`config.mk`:
```
export PLATFORM = sky130hd
export DESIGN_NAME = ftt_ctrl
export DESIGN_NICKNAME = d
export VERILOG_FILES = /design/src/rtl/ftt_pkg.sv /design/src/rtl/ftt_ctrl.sv
export SDC_FILE = /design/constraint.sdc
export NUM_CORES = 1
export LEC_CHECK = 0
export BUFFER_PORTS_ARGS = -buffer_cell sky130_fd_sc_hd__clkbuf_2
export CAP_MARGIN = 20
export CELL_PAD_IN_SITES_DETAIL_PLACEMENT = 1
export CELL_PAD_IN_SITES_GLOBAL_PLACEMENT = 1
export CORE_UTILIZATION = 42
export DETAILED_ROUTE_END_ITERATION = 8
export GPL_TIMING_DRIVEN = 0
export PLACE_DENSITY_LB_ADDON = 0.1
export SLEW_MARGIN = 5
export SYNTH_ARGS = -nofsm -noshare
export SYNTH_HDL_FRONTEND = slang
export SYNTH_SLANG_ARGS = --single-unit
```
`constraint.sdc`:
```
create_clock -name clk -period 5.5 [get_ports clk]
set_clock_uncertainty 0.2 [all_clocks]
set_input_delay 0 -clock clk [delete_from_list [all_inputs] [get_ports clk]]
set_output_delay 0 -clock clk [all_outputs]
set_load 0.05 [all_outputs]
```
`src/rtl/ftt_pkg.sv`:
```
// ----------------------------------------------------------------------------
// ftt_pkg
// constants, codes and controller/datapath bundles for the face track table
// ----------------------------------------------------------------------------
`timescale 1ns / 1ps

package ftt_pkg;

  localparam int MAX_TRACKS    = 20;
  localparam int LINGER_FRAMES = 20;
  localparam int FRAC_BITS     = 8;

  localparam int SLOT_W  = $clog2(MAX_TRACKS);
  localparam int DEPTH   = MAX_TRACKS * 4;
  localparam int ADDR_W  = SLOT_W + 2;
  localparam int CNT_W   = $clog2(MAX_TRACKS + 1);
  localparam int AGE_W   = 7;
  localparam int IDX_W   = 6;
  localparam int RECT_W  = 10;
  localparam int PIX_W   = 16;
  localparam int VAL_W   = 32;

  localparam int SCREEN_H  = 1080;
  localparam int FACE_MUL  = 13 << FRAC_BITS;
  localparam int CONV_W    = $clog2((1 << RECT_W) * FACE_MUL);
  localparam int RECIP_SHIFT = CONV_W + 4;
  localparam longint RECIP_MUL = ((64'd1 << RECIP_SHIFT) + 9) / 10;
  localparam int RECIP_W   = $clog2(RECIP_MUL + 1);
  localparam int PROD_W    = CONV_W + RECIP_W;

  localparam int GAIN_W    = 8;
  localparam int MUL_W     = VAL_W + GAIN_W + 1;
  localparam int ACC_W     = MUL_W + 2;
  localparam int SAT_IN_W  = ACC_W + 1;
  localparam int DIST_W    = VAL_W + 2;

  localparam int IN_DATA_W  = 4 * RECT_W;
  localparam int OUT_DATA_W = 72;
  localparam int STATUS_W   = 3;
  localparam int CFG_IDX_W  = 4;
  localparam int CFG_DATA_W = 12;

  localparam logic [11:0] RST_MATCH_DIST = 12'd200;
  localparam logic [4:0]  RST_HOLD       = 5'd5;
  localparam logic [7:0]  RST_POS_P      = 8'd230;
  localparam logic [7:0]  RST_POS_I      = 8'd26;
  localparam logic [7:0]  RST_POS_D      = 8'd13;
  localparam logic [7:0]  RST_SIZE_P     = 8'd51;
  localparam logic [7:0]  RST_SIZE_I     = 8'd51;
  localparam logic [7:0]  RST_SIZE_D     = 8'd26;

  localparam logic signed [AGE_W-1:0] AGE_FREE = AGE_W'(-LINGER_FRAMES);

  typedef enum logic [STATUS_W-1:0] {
    ST_MATCH  = 3'd0,
    ST_NEW    = 3'd1,
    ST_NOFREE = 3'd2,
    ST_OVER   = 3'd3,
    ST_REPORT = 3'd4
  } status_t;

  typedef enum logic [CFG_IDX_W-1:0] {
    CFG_MATCH_DIST = 4'd0,
    CFG_HOLD       = 4'd1,
    CFG_POS_P      = 4'd2,
    CFG_POS_I      = 4'd3,
    CFG_POS_D      = 4'd4,
    CFG_SIZE_P     = 4'd5,
    CFG_SIZE_I     = 4'd6,
    CFG_SIZE_D     = 4'd7
  } cfg_reg_t;

  typedef enum logic [2:0] {
    TGT_X, TGT_Y, TGT_W, TGT_H, TGT_ZERO
  } tgt_t;

  typedef struct packed {
    logic [ADDR_W-1:0] addr;
    logic [SLOT_W-1:0] slot;
    logic [1:0]        fld_idx;
    tgt_t              tgt;
    status_t           status;
    logic              size_gain;
    logic              zero_src;
    logic              load_wr;
    logic              upd_e;
    logic              upd_di;
    logic              upd_mul;
    logic              upd_acc;
    logic              upd_wr;
    logic              conv_a;
    logic              conv_b;
    logic              dx_cap;
    logic              dy_cap;
    logic              age_hold;
    logic              age_tick;
    logic              cnt_inc;
    logic              cnt_clr;
    logic              fld_cap;
    logic              out_load;
    logic              out_show;
    logic              out_last;
  } cmd_t;

  typedef struct packed {
    logic is_tick;
    logic cnt_full;
    logic slot_live;
    logic slot_free;
    logic neg_after;
    logic hit;
    logic out_free;
  } sts_t;

  function automatic logic signed [VAL_W-1:0] sat32(input logic signed [SAT_IN_W-1:0] x);
    logic [SAT_IN_W-VAL_W:0] hi;
    hi = x[SAT_IN_W-1:VAL_W-1];
    if ((&hi) || !(|hi)) return x[VAL_W-1:0];
    return x[SAT_IN_W-1] ? {1'b1, {(VAL_W-1){1'b0}}} : {1'b0, {(VAL_W-1){1'b1}}};
  endfunction

endpackage

```
`src/rtl/ftt_ctrl.sv`:
```
// ----------------------------------------------------------------------------
// ftt_ctrl
// sequencer for slot scans, filter updates, ticks and result readout
// ----------------------------------------------------------------------------
`timescale 1ns / 1ps

module ftt_ctrl (
  input  logic          clk,
  input  logic          rst,
  input  logic          s_tvalid,
  output logic          s_tready,
  output logic          in_load,
  input  ftt_pkg::sts_t sts,
  output ftt_pkg::cmd_t cmd
);
  import ftt_pkg::*;

  typedef enum logic [4:0] {
    S_CLEAR, S_IDLE, S_DISPATCH, S_CONV_B,
    S_SCAN_X, S_SCAN_Y, S_SCAN_D, S_SCAN_CMP,
    S_FREE, S_NEW_X, S_NEW_Y,
    S_U_RD, S_U_E, S_U_DI, S_U_MUL, S_U_ACC, S_U_WR,
    S_HOLD, S_READ, S_EMIT, S_TICK_AGE, S_TICK_NEXT, S_DROP
  } state_t;

  typedef enum logic [1:0] {CTX_MATCH, CTX_NEW, CTX_TICK} ctx_t;

  localparam logic [SLOT_W-1:0] SLOT_LAST = SLOT_W'(MAX_TRACKS - 1);
  localparam logic [ADDR_W-1:0] ADDR_LAST = ADDR_W'(DEPTH - 1);

  state_t            state;
  ctx_t              ctx;
  status_t           stat;
  logic [SLOT_W-1:0] slot;
  logic [1:0]        j;
  logic [2:0]        rcnt;
  logic [ADDR_W-1:0] clr_cnt;
  tgt_t              tgt_j;

  assign s_tready = state == S_IDLE;
  assign in_load  = s_tvalid && s_tready;

  always_comb begin
    unique case (j)
      2'd0:    tgt_j = TGT_X;
      2'd1:    tgt_j = TGT_Y;
      2'd2:    tgt_j = TGT_W;
      default: tgt_j = TGT_H;
    endcase
  end

  always_comb begin
    cmd           = '0;
    cmd.tgt       = TGT_ZERO;
    cmd.status    = stat;
    cmd.slot      = slot;
    cmd.addr      = {slot, j};
    cmd.size_gain = j[1];
    unique case (state)
      S_CLEAR: begin
        cmd.addr    = clr_cnt;
        cmd.load_wr = 1'b1;
      end
      S_DISPATCH: begin
        cmd.conv_a  = !sts.is_tick && !sts.cnt_full;
        cmd.cnt_inc = !sts.is_tick && !sts.cnt_full;
      end
      S_CONV_B:  cmd.conv_b = 1'b1;
      S_SCAN_X:  cmd.addr = {slot, 2'd0};
      S_SCAN_Y: begin
        cmd.addr   = {slot, 2'd1};
        cmd.dx_cap = 1'b1;
      end
      S_SCAN_D:  cmd.dy_cap = 1'b1;
      S_NEW_X: begin
        cmd.addr    = {slot, 2'd0};
        cmd.tgt     = TGT_X;
        cmd.load_wr = 1'b1;
      end
      S_NEW_Y: begin
        cmd.addr    = {slot, 2'd1};
        cmd.tgt     = TGT_Y;
        cmd.load_wr = 1'b1;
      end
      S_U_E: begin
        cmd.tgt      = (ctx == CTX_TICK) ? TGT_ZERO : tgt_j;
        cmd.zero_src = ctx == CTX_NEW;
        cmd.upd_e    = 1'b1;
      end
      S_U_DI:  cmd.upd_di  = 1'b1;
      S_U_MUL: cmd.upd_mul = 1'b1;
      S_U_ACC: cmd.upd_acc = 1'b1;
      S_U_WR:  cmd.upd_wr  = 1'b1;
      S_HOLD:  cmd.age_hold = 1'b1;
      S_READ: begin
        cmd.addr    = {slot, rcnt[1:0]};
        cmd.fld_cap = rcnt != 3'd0;
        cmd.fld_idx = 2'(rcnt - 3'd1);
      end
      S_EMIT: begin
        cmd.out_load = sts.out_free;
        cmd.out_show = 1'b1;
        cmd.out_last = (stat != ST_REPORT) || (slot == SLOT_LAST);
      end
      S_TICK_AGE:  cmd.age_tick = 1'b1;
      S_TICK_NEXT: cmd.cnt_clr = slot == SLOT_LAST;
      S_DROP: begin
        cmd.out_load = sts.out_free;
        cmd.out_last = 1'b1;
      end
      default: ;
    endcase
  end

  always_ff @(posedge clk) begin
    if (rst) begin
      state   <= S_CLEAR;
      ctx     <= CTX_MATCH;
      stat    <= ST_MATCH;
      slot    <= '0;
      j       <= '0;
      rcnt    <= '0;
      clr_cnt <= '0;
    end else begin
      unique case (state)
        S_CLEAR: begin
          clr_cnt <= clr_cnt + ADDR_W'(1);
          if (clr_cnt == ADDR_LAST) state <= S_IDLE;
        end
        S_IDLE: begin
          if (s_tvalid) state <= S_DISPATCH;
        end
        S_DISPATCH: begin
          slot <= '0;
          priority if (sts.is_tick) begin
            state <= S_TICK_AGE;
          end else if (sts.cnt_full) begin
            stat  <= ST_OVER;
            state <= S_DROP;
          end else begin
            state <= S_CONV_B;
          end
        end
        S_CONV_B:  state <= S_SCAN_X;
        S_SCAN_X:  state <= S_SCAN_Y;
        S_SCAN_Y:  state <= S_SCAN_D;
        S_SCAN_D:  state <= S_SCAN_CMP;
        S_SCAN_CMP: begin
          priority if (sts.hit && sts.slot_live) begin
            ctx   <= CTX_MATCH;
            j     <= 2'd0;
            state <= S_U_RD;
          end else if (slot == SLOT_LAST) begin
            slot  <= '0;
            state <= S_FREE;
          end else begin
            slot  <= slot + SLOT_W'(1);
            state <= S_SCAN_X;
          end
        end
        S_FREE: begin
          priority if (sts.slot_free) begin
            state <= S_NEW_X;
          end else if (slot == SLOT_LAST) begin
            stat  <= ST_NOFREE;
            state <= S_DROP;
          end else begin
            slot <= slot + SLOT_W'(1);
          end
        end
        S_NEW_X: state <= S_NEW_Y;
        S_NEW_Y: begin
          ctx   <= CTX_NEW;
          j     <= 2'd2;
          state <= S_U_RD;
        end
        S_U_RD:  state <= S_U_E;
        S_U_E:   state <= S_U_DI;
        S_U_DI:  state <= S_U_MUL;
        S_U_MUL: state <= S_U_ACC;
        S_U_ACC: state <= S_U_WR;
        S_U_WR: begin
          if (j == 2'd3) begin
            unique case (ctx)
              CTX_MATCH: begin
                stat  <= ST_MATCH;
                state <= S_HOLD;
              end
              CTX_NEW: begin
                stat  <= ST_NEW;
                state <= S_HOLD;
              end
              default: state <= S_TICK_NEXT;
            endcase
          end else begin
            j     <= j + 2'd1;
            state <= S_U_RD;
          end
        end
        S_HOLD: begin
          rcnt  <= '0;
          state <= S_READ;
        end
        S_READ: begin
          rcnt <= rcnt + 3'd1;
          if (rcnt == 3'd4) state <= S_EMIT;
        end
        S_EMIT: begin
          if (sts.out_free) begin
            if ((stat == ST_REPORT) && (slot != SLOT_LAST)) begin
              slot  <= slot + SLOT_W'(1);
              rcnt  <= '0;
              state <= S_READ;
            end else begin
              state <= S_IDLE;
            end
          end
        end
        S_TICK_AGE: begin
          if (sts.neg_after) begin
            ctx   <= CTX_TICK;
            j     <= 2'd2;
            state <= S_U_RD;
          end else begin
            state <= S_TICK_NEXT;
          end
        end
        S_TICK_NEXT: begin
          if (slot == SLOT_LAST) begin
            slot  <= '0;
            stat  <= ST_REPORT;
            rcnt  <= '0;
            state <= S_READ;
          end else begin
            slot  <= slot + SLOT_W'(1);
            state <= S_TICK_AGE;
          end
        end
        S_DROP: begin
          if (sts.out_free) state <= S_IDLE;
        end
        default: state <= S_IDLE;
      endcase
    end
  end

endmodule

```
======== After elaboration in Yosys (flattened, before gate mapping) ========
Cells that the tools add are included.
storage, ports and cells
  flip-flop bits (word level) ............. 27
  bits of input ports ..................... 10
  output and inout port bits .............. 42
cells by class
  reductions and logical operators ........ 27
  muxes and demuxes ....................... 64
  eq/ne operators ......................... 52
  add/subtract/negate cells ............... 5
operator list
  cell                   count
  $pmux W5 S23           1
  $mux W5                18
  $eq A5 B4 Y1 const B   8
  $eq A5 B5 Y1 const B   8
  $mux W3                12
  $ne A2 B2 Y1 const B   17
  $pmux W7 S4            1
  $pmux W5 S5            1
  $pmux W3 S4            2
  $eq A5 B3 Y1 const B   4
  $mux W1                17
  $pmux W2 S3            2
  $reduce_and A6 Y1      2
  $reduce_bool A4 Y1     3
  $eq A5 B2 Y1 const B   2
  $pmux W3 S3            1
  $mux W2                4
  $mux W4                2
  $pmux W2 S4            1
  $reduce_and A4 Y1      2
  $reduce_and A8 Y1      1
  $reduce_or A2 Y1       4
  $add A7 B1 Y7 const B  1
  $eq A7 B7 Y1 const B   1
  other kinds (22)       33

======== Longest topological paths before layout ========
Gate-level depths: netlist (run 1).
  word-level depth ........................ 5
  mapped depth ............................ 8

======== Worst setup path before layout (run 1) ========
Ideal clock, no wire load.
  path type ............................... flip-flop to flip-flop
  start ................................... register state[0]
  end ..................................... register state[0]
  stages on the path, launching flop included .. 6
  setup slack ............................. 2353 ps
  arrival ................................. 2873 ps
  setup time .............................. 74 ps
  path buffers ............................ 1
  path through ............................ dfxtp_1 -> buf_2 -> or3_1 -> nor4_1 -> a2111oi_0 -> a21oi_1
between the ends
  cells in the longest elaborated chain, start to end .. 3
  elaborated cells on any way between the ends .. 31
  classes of those cells .................. 28 x eq/ne; 1 x mux; 2 x reduce/logical
ends and longest elaborated chain
  element                                                               RTL line         RTL
  start, declared                                                       ftt_ctrl.sv:31   state_t state;
  start signal, assigned                                                ftt_ctrl.sv:117  state <= S_CLEAR;
  start signal, assigned                                                ftt_ctrl.sv:128  if (clr_cnt == ADDR_LAST) state <= S_IDLE;
  start signal, assigned                                                ftt_ctrl.sv:131  if (s_tvalid) state <= S_DISPATCH;
  $eq A5 B4 Y1 (tied with other cells)                                  ftt_ctrl.sv:125  unique case (state)
  $ne A3 B3 Y1 (no source line) / $ne A2 B2 Y1 (equally long branches)  n/a
  $reduce_and A6 Y1 (no source line)                                    n/a
Parallel ways exist; a longest one is shown, timed or not.
A chain may end at the register's enable or synchronous reset.

==> results of run 1 <==
==> report_power, final <==
part	switching (mW)	internal (mW)
sequential	0.0159	0.207
combinational	0.184	0.0860
clock	0.0728	0.0517
==> cell type report <==
class | count | area [sq um] | area share
Multi-Input combinational cell | 264 | 1637 | 0.5962
Tap cell | 70 | 87.58 | 0.03191
Buffer | 23 | 113.9 | 0.04148
Inverter | 10 | 37.54 | 0.01367
Timing Repair Buffer | 53 | 280.3 | 0.1021
Clock buffer | 3 | 41.29 | 0.01504
Sequential cell | 27 | 540.5 | 0.1969
Clock inverter | 1 | 7.507 | 0.002735
==> routing by layer <==
metal | vias up | part of all wire | track usage
met2 | 98 | 0.46 | 0.4973
met4 | 0 | 0.018 | 0.08846
met5 | - | 0 | 0
li1 | 1283 | - | -
met1 | 1337 | 0.46 | 0.4313
met3 | 14 | 0.065 | 0.04790
==> cells in the mapped netlist, drive strengths merged (2+ instances only) <==
cell type  number  share of area
nor2           51          0.082
a21oi          29          0.062
dfxtp          27           0.23
nand2          23          0.038
nor3           20          0.045
nand3          14          0.030
buf            13          0.033
o21ai          13          0.028
clkbuf         10          0.016
inv            10          0.016
nand2b          9          0.024
or3             9          0.024
ha              8          0.043
nor2b           7          0.019
mux2            6          0.029
nor4            6          0.023
xor2            5          0.019
a211oi          4          0.013
mux2i           4          0.017
a22oi           3         0.0097
and3            3         0.0081
nand4b          3          0.011
o22ai           3          0.011
xnor2           3          0.011
a21boi          2         0.0064
a31oi           2         0.0054
a32oi           2         0.0075
and2            2         0.0054
nand3b          2         0.0064
nand4           2         0.0054
nor3b           2         0.0064
o211ai          2         0.0064
o21a            2         0.0064
or2             2         0.0054
or3b            2         0.0086
or4             2         0.0064
==> worst max-delay path, delay by kind of cell, from the launching register on <==
family,cells,cell delay (ns)
simple gates,1,0.14
mux,1,0.27
flops,1,0.42
buf+inv,4,1.42
compound gates,1,0.31
==> worst max path at each step <==
stage | cells past startpoint | slack, ns | from | end
detailed placement | 7 | 2.74 | slot[0] | rcnt[2]
finish | 7 | 2.45 | state[0] | cmd[33]
global placement | 7 | 2.76 | slot[0] | rcnt[2]
CTS | 7 | 2.53 | state[0] | cmd[33]
floorplan | 5 | 2.35 | state[0] | state[0]
global route | 7 | 2.34 | state[0] | cmd[33]
==> cell families (layout without fill, tap and decap cells) <==
family | after synthesis | in the layout | synth area share
XOR/XNOR | 8 | 8 | 0.03009
adder cells (fa/ha/maj) | 8 | 8 | 0.04299
AND/OR/NAND/NOR | 163 | 163 | 0.3670
AO/OA/AOI/OAI | 75 | 75 | 0.2165
buffers and inverters | 33 | 90 | 0.06502
multiplexers | 10 | 10 | 0.04621
flip-flops | 27 | 27 | 0.2321
==> state kept, by name, summed over array words and instances, names as in the netlist <==
name	cells
state	5
rcnt	3
stat	3
clr_cnt	7
ctx	2
slot	5
j	2
==> results.cfg, run 1 <==
[cells_and_area]
final_cells = 451
nets = 400
final_util = 0.5241
area_growth_pct = 17.89
layout.cells.most_common = nor2_1
mostFrequentLayoutCells = 51 x nor2_1, 50 x clkbuf_2, 29 x a21oi_1
fillCellCount = 719
drive_above_1_share = 0.2178
antenna_cells = 0
fin_area_sq_um = 2745

[placement]
hpwl_um = 6770
portBuffers = 50
gp_congestion = 0.9104
dpl.cell_count = 444
placed_cell_area_sq_um = 2666
place_ws_ns = 2.743

[outcome]
status = complete, no violations

[global_route]
grt_max_degree = 17
antenna_found_initial = 0
overflow = 0
gr-usage-all-layers = 0.3116
grt_pass1_wl_um = 14370
grt_pass1_vias = 2700

[sta]
grt_setup_unrepaired = false
finalSetupTns_ns = 0
worstMarginPinSlew_ns = 0.9722
slew_headroom = 0.3459
finalSetupViolCount = 0
fmaxAchievable_ghz = 0.3283
finalHoldWorstSlack_ns = 0.05911
hold_viol = 0
drv_slew = 0
setup_slack_ns = 2.454
period_share = 0.5539
finalCriticalPeriod_ns = 3.046

[critical_path]
startpoint_type = flop
rr_endpoint = rcnt[2]
crit_arrival_ns = 2.85
path_max_fanout = 10
slowest_stage = clkbuf_1
worstPathCellList = buf_2 > clkbuf_1 > clkbuf_1 > nor3_1 > a211o_1 > mux2_2 > clkbuf_2
reg2reg_slack_ns = 2.65
crit_path_end_kind = output pin
worstPathRequired_ns = 5.30
r2r_cells = 7
critPathMaxStageDelay_ns = 0.51
path_class = flop to output pin
crit_top_cell = clkbuf_1
r2r_start = slot[0]

[clocking]
cts_resized = 0
clk_pin_slew_worst_paths_ns = 0.11
cts_hold_buf = 3
cts_tree = built
clk_latency_ns = 0.29
clock_sinks = 27
ctsHtreeMaxLevel = 1
cts_buffers = 3
cts.path.max_buffers = 2
cts_root_buf = clkbuf_8
cts_setup_buffers = 0

[worst_hold_path]
hold_end = state[3]
min_path_cells = 3
hold_class = input pin to flop
hp-start = sts[3]

[synth]
seq_area_frac_synth = 0.2321
ys_warn_count = 0
syn_area_per_cell_sq_um = 7.187
synth-edff-count = 0
async_flop_share = 0
postSynthCellCount = 324
ys_ff_latch = 27
ys_types = 63
synth_ff_type = dfxtp_1
synth_area_sq_um = 2328
syn-num-nets = 342

[die]
fp.dieW_um = 76.46
die_height_um = 76.46
core-area_sq_um = 5238
initial_core_util = 0.4446
num_rows = 26
dieArea_sq_um = 5846
io_pins = 52

[power]
leakage_nw = 1.097
ir_drop_mv = 0.1778
power_mw = 0.6175
power_density_nw_per_um2 = 224.9

[routing]
drc = 0
routed_via_density = 6.058
num_vias = 2732
wl_per_cell_um = 19.52
totalWireLength_um = 8802
drtAntennaViolNets = 0
drt_first_pass_iters = 4
drt_iter0_markers = 153

[run]
cap_viol_max_count = 0
Power figures use the tool's default switching activity.
==> run 2, diff against run 1 <==
--- a/config.mk
+++ b/config.mk
@@ -9,7 +9,7 @@
 export CAP_MARGIN = 20
 export CELL_PAD_IN_SITES_DETAIL_PLACEMENT = 1
 export CELL_PAD_IN_SITES_GLOBAL_PLACEMENT = 1
-export CORE_UTILIZATION = 42
+export CORE_UTILIZATION = 39
 export DETAILED_ROUTE_END_ITERATION = 8
 export GPL_TIMING_DRIVEN = 0
 export PLACE_DENSITY_LB_ADDON = 0.1
==> constraint.sdc (replaced) <==
create_clock -name clk -period 3.1 [get_ports clk]
set_clock_uncertainty 0.2 [all_clocks]
set_input_delay 0 -clock clk [delete_from_list [all_inputs] [get_ports clk]]
set_output_delay 0 -clock clk [all_outputs]
set_load 0.05 [all_outputs]
==> run 2 against run 1 <==
Compared with the run above: non-clock buffer count is the same; clock-buffer cell count unchanged; sequential power is 77% higher; critical path depth stayed put; via count decreased by 1.7%.
==> results.cfg, run 2 (synthesis gave the netlist of run 1 again) <==
[outcome]
status = complete, no violations

[cells_and_area]
drive_above_1_share = 0.2205
seq_area_sq_um = 540.5
mostFrequentLayoutCells = 51 x nor2_1, 50 x clkbuf_2, 29 x a21oi_1
area_growth_pct = 18.16
largest_reg_flops = 7
reg.largest.list = clr_cnt x7, slot x5, state x5
nets = 400
fillCellCount = 747
final_cells = 453
multiInputGateArea_sq_um = 1643
layout.cells.most_common = nor2_1
largest-register = clr_cnt
antenna_cells = 0

[critical_path]
crit_arrival_ns = 2.79
cp-endpoint = cmd[33]
crit_top_cell = clkbuf_1
critPathMaxStageDelay_ns = 0.48
path_max_fanout = 10
path_depth = 7
reg2reg_slack_ns = 0.18
crit_buf_inv = 4
worstPathRequired_ns = 2.90
startpoint_type = flop
r2r_start = slot[0]
worstPathCellList = buf_2 > clkbuf_1 > clkbuf_1 > nor3_1 > a211o_1 > mux2_2 > clkbuf_2
path_delay_family = buffers and inverters
path_class = flop to output pin
slowest_stage = clkbuf_1
rr_endpoint = rcnt[2]
r2r_cells = 7
crit_path_end_kind = output pin
crit_start = state[0]

[die]
die_height_um = 79.27
core-area_sq_um = 5642
io_pins = 52
initial_core_util = 0.4127
num_rows = 27
fp.dieW_um = 79.27
dieArea_sq_um = 6284

[routing]
drt_first_pass_iters = 5
routed_via_density = 5.927
drt_iter0_markers = 203
num_vias = 2685
totalWireLength_um = 8728
drc = 0
wl_per_cell_um = 19.27
drtAntennaViolNets = 0

[clocking]
ctsHtreeMaxLevel = 1
cts_tree = built
cts_resized = 0
clock_sinks = 27
cts_buffers = 3
cts_root_buf = clkbuf_8
clk_latency_ns = 0.30
clk_pin_slew_worst_paths_ns = 0.11
cts.path.max_buffers = 2

[sta]
slew_headroom = 0.3701
grt_setup_unrepaired = false
hold_viol = 0
finalSetupTns_ns = 0
finalSetupViolCount = 0
period_share = 0.9637
fmaxAchievable_ghz = 0.3347
drv_slew = 0
worstMarginPinSlew_ns = 0.9362
finalCriticalPeriod_ns = 2.987

[placement]
portBuffers = 50
gp_congestion = 0.9665
hpwl_um = 6743
dpl.cell_count = 446

[power]
power_density_nw_per_um2 = 399.8
ir_drop_mv = 0.2486
leakage_nw = 1.101
power_mw = 1.100

[global_route]
grt_pass1_wl_um = 13760
grt_max_degree = 16
overflow = 0
antenna_found_initial = 0
grt_pass1_vias = 2606
gr-usage-all-layers = 0.2867

[worst_hold_path]
hold_class = input pin to flop
min_path_cells = 3

[run]
cap_viol_max_count = 0
-- run 2: what timing repair did --
item | 4_1_cts | 5_1_grt
setup buffers | 0 | 0
hold buffers | 3 | 0
hold endpoints to repair | 3 | 0
-- run 2: worst register-to-register path, stage by stage, from the launching register on --
cell,delay [ns]
dfxtp_1,0.47
ha_1,0.28
nand4bb_1,0.36
and3_1,0.33
a211oi_1,0.70
or3_1,0.28
o21ai_0,0.11
a21oi_1,0.12
-- run 2: where the power goes --
part           total, mW  leakage, nW  internal, mW  switching [mW]
combinational      0.475        0.858         0.152           0.322
sequential         0.395        0.218         0.368          0.0275
clock              0.231       0.0255        0.0911           0.139
total               1.10         1.10         0.611           0.489
-- run 2: layout make-up --
class / instances / share of cell area
flip-flops and latches: 27 / 0.1965
well taps: 72 / 0.03274
clock buffers: 3 / 0.01501
multi-input cells: 264 / 0.5971
repair buffers: 53 / 0.1019
plain buffers: 23 / 0.04138
clock inverters: 1 / 0.001819
inverters: 10 / 0.01364
-- run 2: metrics by stage --
step                      instance area, sq um  hold slack, ns  utilization  setup WS [ns]
after floorplan                           2335        -0.08869            -        0.03438
after global placement                    2675         0.07751       0.4742         0.3272
after detailed placement                  2675         0.09415       0.4742         0.3194
after CTS                                 2751         0.02341       0.4877         0.1473
after global routing                      2751         0.04476       0.4877       0.003753
final                                     2751         0.03840       0.4877         0.1127
-- run 2: layer usage --
metal / part of all wire / wire, um / global-route usage / up-vias
li1: - / - / - / 1285
met4: 0.018 / 155 / 0.08000 / 0
met1: 0.46 / 4016 / 0.4095 / 1296
met2: 0.46 / 3988 / 0.4491 / 92
met5: 0 / 0 / 0 / -
met3: 0.065 / 568 / 0.03448 / 12
-- run 2: worst min path at each step --
stage	startpoint	end	slack (ns)
2_1_floorplan	sts[5]	cmd[5]	-0.09
3_3_place_gp	sts[2]	ctx[1]	0.08
3_5_place_dp	sts[2]	ctx[1]	0.09
4_1_cts	sts[3]	state[3]	0.02
5_1_grt	sts[3]	state[3]	0.04
6_report	sts[3]	state[3]	0.04
